--- config.mk ---
export PLATFORM = sky130hd
export DESIGN_NAME = lwm_ctrl
export DESIGN_NICKNAME = d
export VERILOG_FILES = /design/src/rtl/lwm_pkg.sv /design/src/rtl/lwm_ctrl.sv
export SDC_FILE = /design/constraint.sdc
export NUM_CORES = 1
export LEC_CHECK = 0
export ABC_AREA = 1
export BUFFER_PORTS_ARGS = -buffer_cell sky130_fd_sc_hd__buf_2
export CAP_MARGIN = 20
export CORE_AREA = 3 3 40 42
export DETAILED_ROUTE_END_ITERATION = 6
export DIE_AREA = 0 0 43 45
export GPL_TIMING_DRIVEN = 0
export HOLD_SLACK_MARGIN = 0.05
export PLACE_DENSITY = 0.37
export SLEW_MARGIN = 20
export SYNTH_ARGS = -nofsm -noshare
export SYNTH_HDL_FRONTEND = slang
export SYNTH_SLANG_ARGS = --single-unit
--- constraint.sdc ---
create_clock -name clk -period 1.9 [get_ports clk]
set_clock_uncertainty 0.2 [all_clocks]
set_input_delay 0.475 -clock clk [delete_from_list [all_inputs] [get_ports clk]]
set_output_delay 0.475 -clock clk [all_outputs]
set_load 0.01 [all_outputs]
--- src/rtl/lwm_pkg.sv ---
`timescale 1ns / 1ps
// ----------------------------------------------------------------------------
// lwm_pkg: shared types and constants for the label window majority check
// Holds the word formats of both channels, the controller/datapath link
// structs and the fixed field widths.
// ----------------------------------------------------------------------------
package lwm_pkg;

    localparam int LWM_MAX_WIDTH  = 256;
    localparam int LWM_MAX_HEIGHT = 256;
    localparam int LWM_MAX_WINDOW = 32;
    localparam int LWM_LABEL_BITS = 8;

    localparam int POS_W    = 8;
    localparam int LABEL_W  = 8;
    localparam int COUNT_W  = 11;
    localparam int WIN_W    = 6;
    localparam int DIM_W    = 9;
    localparam int CFG_IDX_W = 2;
    localparam int CFG_DAT_W = 9;
    // Window bounds reach at most the largest centre plus half the widest window.
    localparam int CRD_W    = 10;

    localparam logic [CFG_IDX_W-1:0] REG_WINDOW_SIZE = 2'd0;
    localparam logic [CFG_IDX_W-1:0] REG_MAP_WIDTH   = 2'd1;
    localparam logic [CFG_IDX_W-1:0] REG_MAP_HEIGHT  = 2'd2;

    localparam logic KIND_WRITE = 1'b0;
    localparam logic KIND_QUERY = 1'b1;

    typedef struct packed {
        logic               kind;
        logic [POS_W-1:0]   pos_x;
        logic [POS_W-1:0]   pos_y;
        logic [LABEL_W-1:0] label;
        logic               cell_empty;
    } item_word_t;

    typedef struct packed {
        logic               accepted;
        logic [COUNT_W-1:0] mismatch_count;
        logic [COUNT_W-1:0] counted_cells;
    } result_word_t;

    typedef struct packed {
        logic write_cell;
        logic load_query;
        logic setup;
        logic scan_step;
    } ctrl_cmd_t;

    typedef struct packed {
        logic range_empty;
        logic last_cell;
    } dp_status_t;

endpackage

--- src/rtl/lwm_ctrl.sv ---
`timescale 1ns / 1ps
// ----------------------------------------------------------------------------
// lwm_ctrl: sequencer for the label window majority check
// Accepts words, steps the datapath through bound setup and the window
// scan, and strobes the result.
// ----------------------------------------------------------------------------
module lwm_ctrl (
    input  logic               clk,
    input  logic               rst_n,
    input  logic               start,
    input  logic               item_kind,
    input  lwm_pkg::dp_status_t status,
    output lwm_pkg::ctrl_cmd_t  cmd,
    output logic               busy,
    output logic               result_valid
);
    import lwm_pkg::*;

    localparam logic [2:0] ST_IDLE  = 3'd0;
    localparam logic [2:0] ST_SETUP = 3'd1;
    localparam logic [2:0] ST_CHECK = 3'd2;
    localparam logic [2:0] ST_SCAN  = 3'd3;
    localparam logic [2:0] ST_DRAIN = 3'd4;
    localparam logic [2:0] ST_DONE  = 3'd5;

    logic [2:0] state_reg;
    logic [2:0] state_next;
    logic       idle;

    assign idle = (state_reg == ST_IDLE);

    always_comb
    begin
        state_next = state_reg;
        unique case (state_reg)
            ST_IDLE:
            begin
                if (start && (item_kind == KIND_QUERY))
                begin
                    state_next = ST_SETUP;
                end
            end
            ST_SETUP: state_next = ST_CHECK;
            ST_CHECK: state_next = status.range_empty ? ST_DONE : ST_SCAN;
            ST_SCAN:
            begin
                if (status.last_cell)
                begin
                    state_next = ST_DRAIN;
                end
            end
            ST_DRAIN: state_next = ST_DONE;
            ST_DONE:  state_next = ST_IDLE;
            default:  state_next = ST_IDLE;
        endcase
    end

    always_ff @(posedge clk or negedge rst_n)
    begin
        if (!rst_n)
        begin
            state_reg <= ST_IDLE;
        end
        else
        begin
            state_reg <= state_next;
        end
    end

    assign cmd.write_cell = idle && start && (item_kind == KIND_WRITE);
    assign cmd.load_query = idle && start && (item_kind == KIND_QUERY);
    assign cmd.setup      = (state_reg == ST_SETUP);
    assign cmd.scan_step  = (state_reg == ST_SCAN);
    assign busy           = !idle;
    assign result_valid   = (state_reg == ST_DONE);

endmodule

# Word-level counts from Yosys, hierarchy flattened
# Cells that the tools add are included.
# word_totals
elab_cells	20
regBits	3
inputBits	6
output_inout_bits	6
# op_classes
bitwise_logic	1
n_eq_ne	7
reduce_logical	7
n_mux	4
# op_table
op	n
$pmux 3 s5	1
$mux 3	3
$eq 3x2->1 const B	2
$eq 3x3->1 const B	2
$logic_and 1x1->1	4
$eq 3x1->1 const B	1
$logic_not 3->1	1
$ne 2x1->1 const B	1
$ne 2x2->1 const B	1
$reduce_and 2->1	1
$logic_not 1->1	1
$not 1->1	1

# Logic depth before layout (Yosys ltp)
# logic_depth
depth_word	3
ltp_mapped	5

# Worst setup path before layout
# Ideal clock, no wire load.
# synth_timing
path_kind	reg-to-output
startpoint	register state_reg[1]
endpoint	output cmd[3] (netlist name)
path_buffers	0
arrival_ns	0.939
path_slack_ns	0.286
stages_incl_launch_ff	4
required_ns	1.225
cell_sequence	dfrtp_1 -> nor2_1 -> nand2_1 -> nor3b_2
# synth_rtl
item	line_no	text
start: declaration	lwm_ctrl.sv:26	logic [2:0] state_reg;
start signal: assignment	lwm_ctrl.sv:66	state_reg <= state_next;
end: declaration	lwm_ctrl.sv:13	output lwm_pkg::ctrl_cmd_t cmd,

==> flow_metrics.py <==
metrics = {
    "detailed_routing": {
        "routed_via_density": 3.774,
        "drc": 0,
        "drt_iter0_markers": 0,
        "num_vias": 234,
        "ant_nets": 0,
        "drt_wl_total_um": 465,
        "firstDrtPassIters": 1,
        "wl_per_cell_um": 7.500,
    },
    "sta": {
        "setup_viol": 0,
        "fin_crit_sh_pct": 96.77,
        "max-slew-margin-rel_pct": 90.18,
        "fin_ws_ps": 61.34,
        "slew_viol_final": 0,
        "fin_setup_tns_ps": 0,
        "worstMarginPinSlew_ps": 146.2,
        "period_minus_slack_ps": 1839,
        "hold_violations": 0,
        "rsz0062_at_grt": "no",
        "fmax_ghz": 0.5439,
    },
    "floorplanning": {
        "initial_core_util_pct": 16.16,
        "die_area_um2": 1935,
        "ios": 12,
        "coreArea_um2": 1285,
        "die_w_um": 43,
        "die_h_um": 45,
        "num_rows": 13,
    },
    "critical_path": {
        "crit_chain": "nor2_2, nand2_2, nor3b_2, buf_2",
        "cp_slowest_cell": "dfrtp_2",
        "crit_type": "register to output port",
        "critPathTopFamily": "flip-flops",
        "crit_fanout": 6,
        "crit_path_start_kind": "register",
        "endpoint_kind": "output port",
        "slowest_delay_ps": 430,
        "cp.arrival_ps": 1160,
        "cp.required_ps": 1220,
        "critPathBufInv": 1,
    },
    "synthesis": {
        "synthesis.instances": 30,
        "synth_nets": 36,
        "synth_cell_types": 12,
        "synth_top_area_cell": "dfrtp_1",
        "synth_seq_cells": 3,
        "synth.most_common_cell": "nor2_1",
        "synth_warnings": 0,
        "synth_edf_count": 0,
        "yosysSeqAreaShare_pct": 36.14,
        "synthesis.area_um2": 207.7,
        "avgSynthCellArea_um2": 6.923,
        "synth-async-reset-ratio_pct": 100.0,
        "ys_top_cells_by_area": "dfrtp_1 36%, nor2_1 14%, nand2_1 11%",
        "netlist.area_leader.share_pct": 36.14,
        "synth_ff_type": "dfrtp_1",
        "netlist_top_cells_count": "8 x nor2_1, 6 x nand2_1, 3 x dfrtp_1, 3 x nand3_1",
    },
    "cells_and_area": {
        "final_util_pct": 26.00,
        "drive_gt1_share_pct": 53.19,
        "largest_register_ffs": 3,
        "syn2layout_area_growth_pct": 60.84,
        "final_area_um2": 334.1,
        "fin_cells": 62,
        "antenna_cells": 0,
        "nets": 54,
    },
    "place": {
        "hpwl_um": 387.8,
        "dp.cells": 56,
        "numPortBuffers": 11,
        "gp_congestion": 0.6558,
        "pre_cts_ws_ps": 229.1,
        "placed_cell_area_um2": 281.5,
    },
    "clocking": {
        "cts-buffers-inserted": 3,
        "htree_num_levels": 1,
        "cts_max_path_buffers": 2,
        "cts_root_buffer": "clkbuf_4",
        "cts_tree": "done",
        "clock-sinks": 3,
        "path_clk_slew_ps": 40,
        "clk_latency_ps": 230,
    },
    "grt": {
        "grt_use_total_pct": 4.667,
        "antenna_found_initial": 0,
        "grt_max_degree": 8,
        "grt_pass1_vias": 175,
        "grt_pass1_wl_um": 662,
        "overflow": 0,
    },
    "power_and_ir_drop": {
        "vdd_drop_max_v": 0.0002791,
        "p_leak_nw": 0.1762,
        "powerDensity_nw_per_um2": 1518,
    },
    "hold_path": {
        "hp-class": "input port to register",
    },
    "job": {
        "cap_violations": 0,
    },
    "outcome": {
        "status": "complete, no violations",
    },
}
## layout by cell type (no fill, tap or decap)
cell / count
a21oi_1: 1
buf_2: 11
buf_4: 1
clkbuf_1: 1
clkbuf_4: 3
dfrtp_2: 3
dlygate4sd3_1: 1
inv_1: 2
inv_2: 1
nand2_1: 5
nand2_2: 3
nand3_1: 3
nand3b_1: 1
nor2_1: 7
nor2_2: 1
nor2_4: 1
nor3_1: 1
nor3b_2: 1
## cell type report
class	instances	area, um2
fillers	150	950.9
multi-input cells	24	126.4
clock buffers	4	26.28
inverters	3	11.26
flip-flops and latches	3	78.83
repair buffers	13	72.57
well taps	15	18.77
## worst register-to-register path, stage by stage, from the launching register on
cell and delay [ps]:
dfrtp_2 430, buf_4 150, nand2_2 70, nor2_4 40, nand2_2 80, nand2_1 60, nor2_1 90
## timing repair
item	in CTS	in global routing
cloned	0	0
resized for setup	2	3
hold buffers	1	0
endpoints found under the hold margin	3	0
setup buffers	0	1
endpoints found under the setup margin	1	1
## through the flow
| stage | hold slack, ps | total power (W) |
|---|---|---|
| CTS | 350.4 | 0.0004966 |
| detailed placement | 70.15 | 0.0003742 |
| floorplan | -20.59 | 0.0002942 |
| finish | 347.0 | 0.0005072 |
| global placement | 73.09 | 0.0003782 |
| global route | 355.7 | 0.0005577 |
## path summary, 6_finish.rpt
kind | start | endpoint | slack, ps | cells after the start
worst min-delay path | status[0] | state_reg[0]$_DFFE_PN0P_ | 350 | 4
worst max register to register | state_reg[1]$_DFFE_PN0P_ | state_reg[2]$_DFFE_PN0P_ | 710 | 6
max in group asynchronous | rst_n | state_reg[0]$_DFFE_PN0P_ | 1010 | 2
worst max-delay path | state_reg[1]$_DFFE_PN0P_ | cmd[3] | 60 | 4
worst min register to register | state_reg[1]$_DFFE_PN0P_ | state_reg[1]$_DFFE_PN0P_ | 420 | 2
min in group asynchronous | rst_n | state_reg[2]$_DFFE_PN0P_ | 370 | 2
## logic make-up after synthesis
kind of cell | Yosys count | share of synthesized area (%)
AO/OA/AOI/OAI | 1 | 2.407
flip-flops | 3 | 36.14
buffers and inverters | 3 | 5.421
AND/OR/NAND/NOR | 23 | 56.02
## routing by layer
metal / track usage [%] / vias to the layer above / wire [um]
li1: - / 128 / -
met2: 6.587 / 8 / 208
met3: 2.789 / 0 / 43
met1: 5.797 / 98 / 214
met4: 1.807 / 0 / 0
met5: 0 / - / 0
## report_power, final
group | total [W] | internal (W) | switching, W
sequential | 0.000147 | 0.0000987 | 0.0000482
clock | 0.000108 | 0.0000785 | 0.0000298
combinational | 0.000252 | 0.000111 | 0.000141
Power figures use the tool's default switching activity.
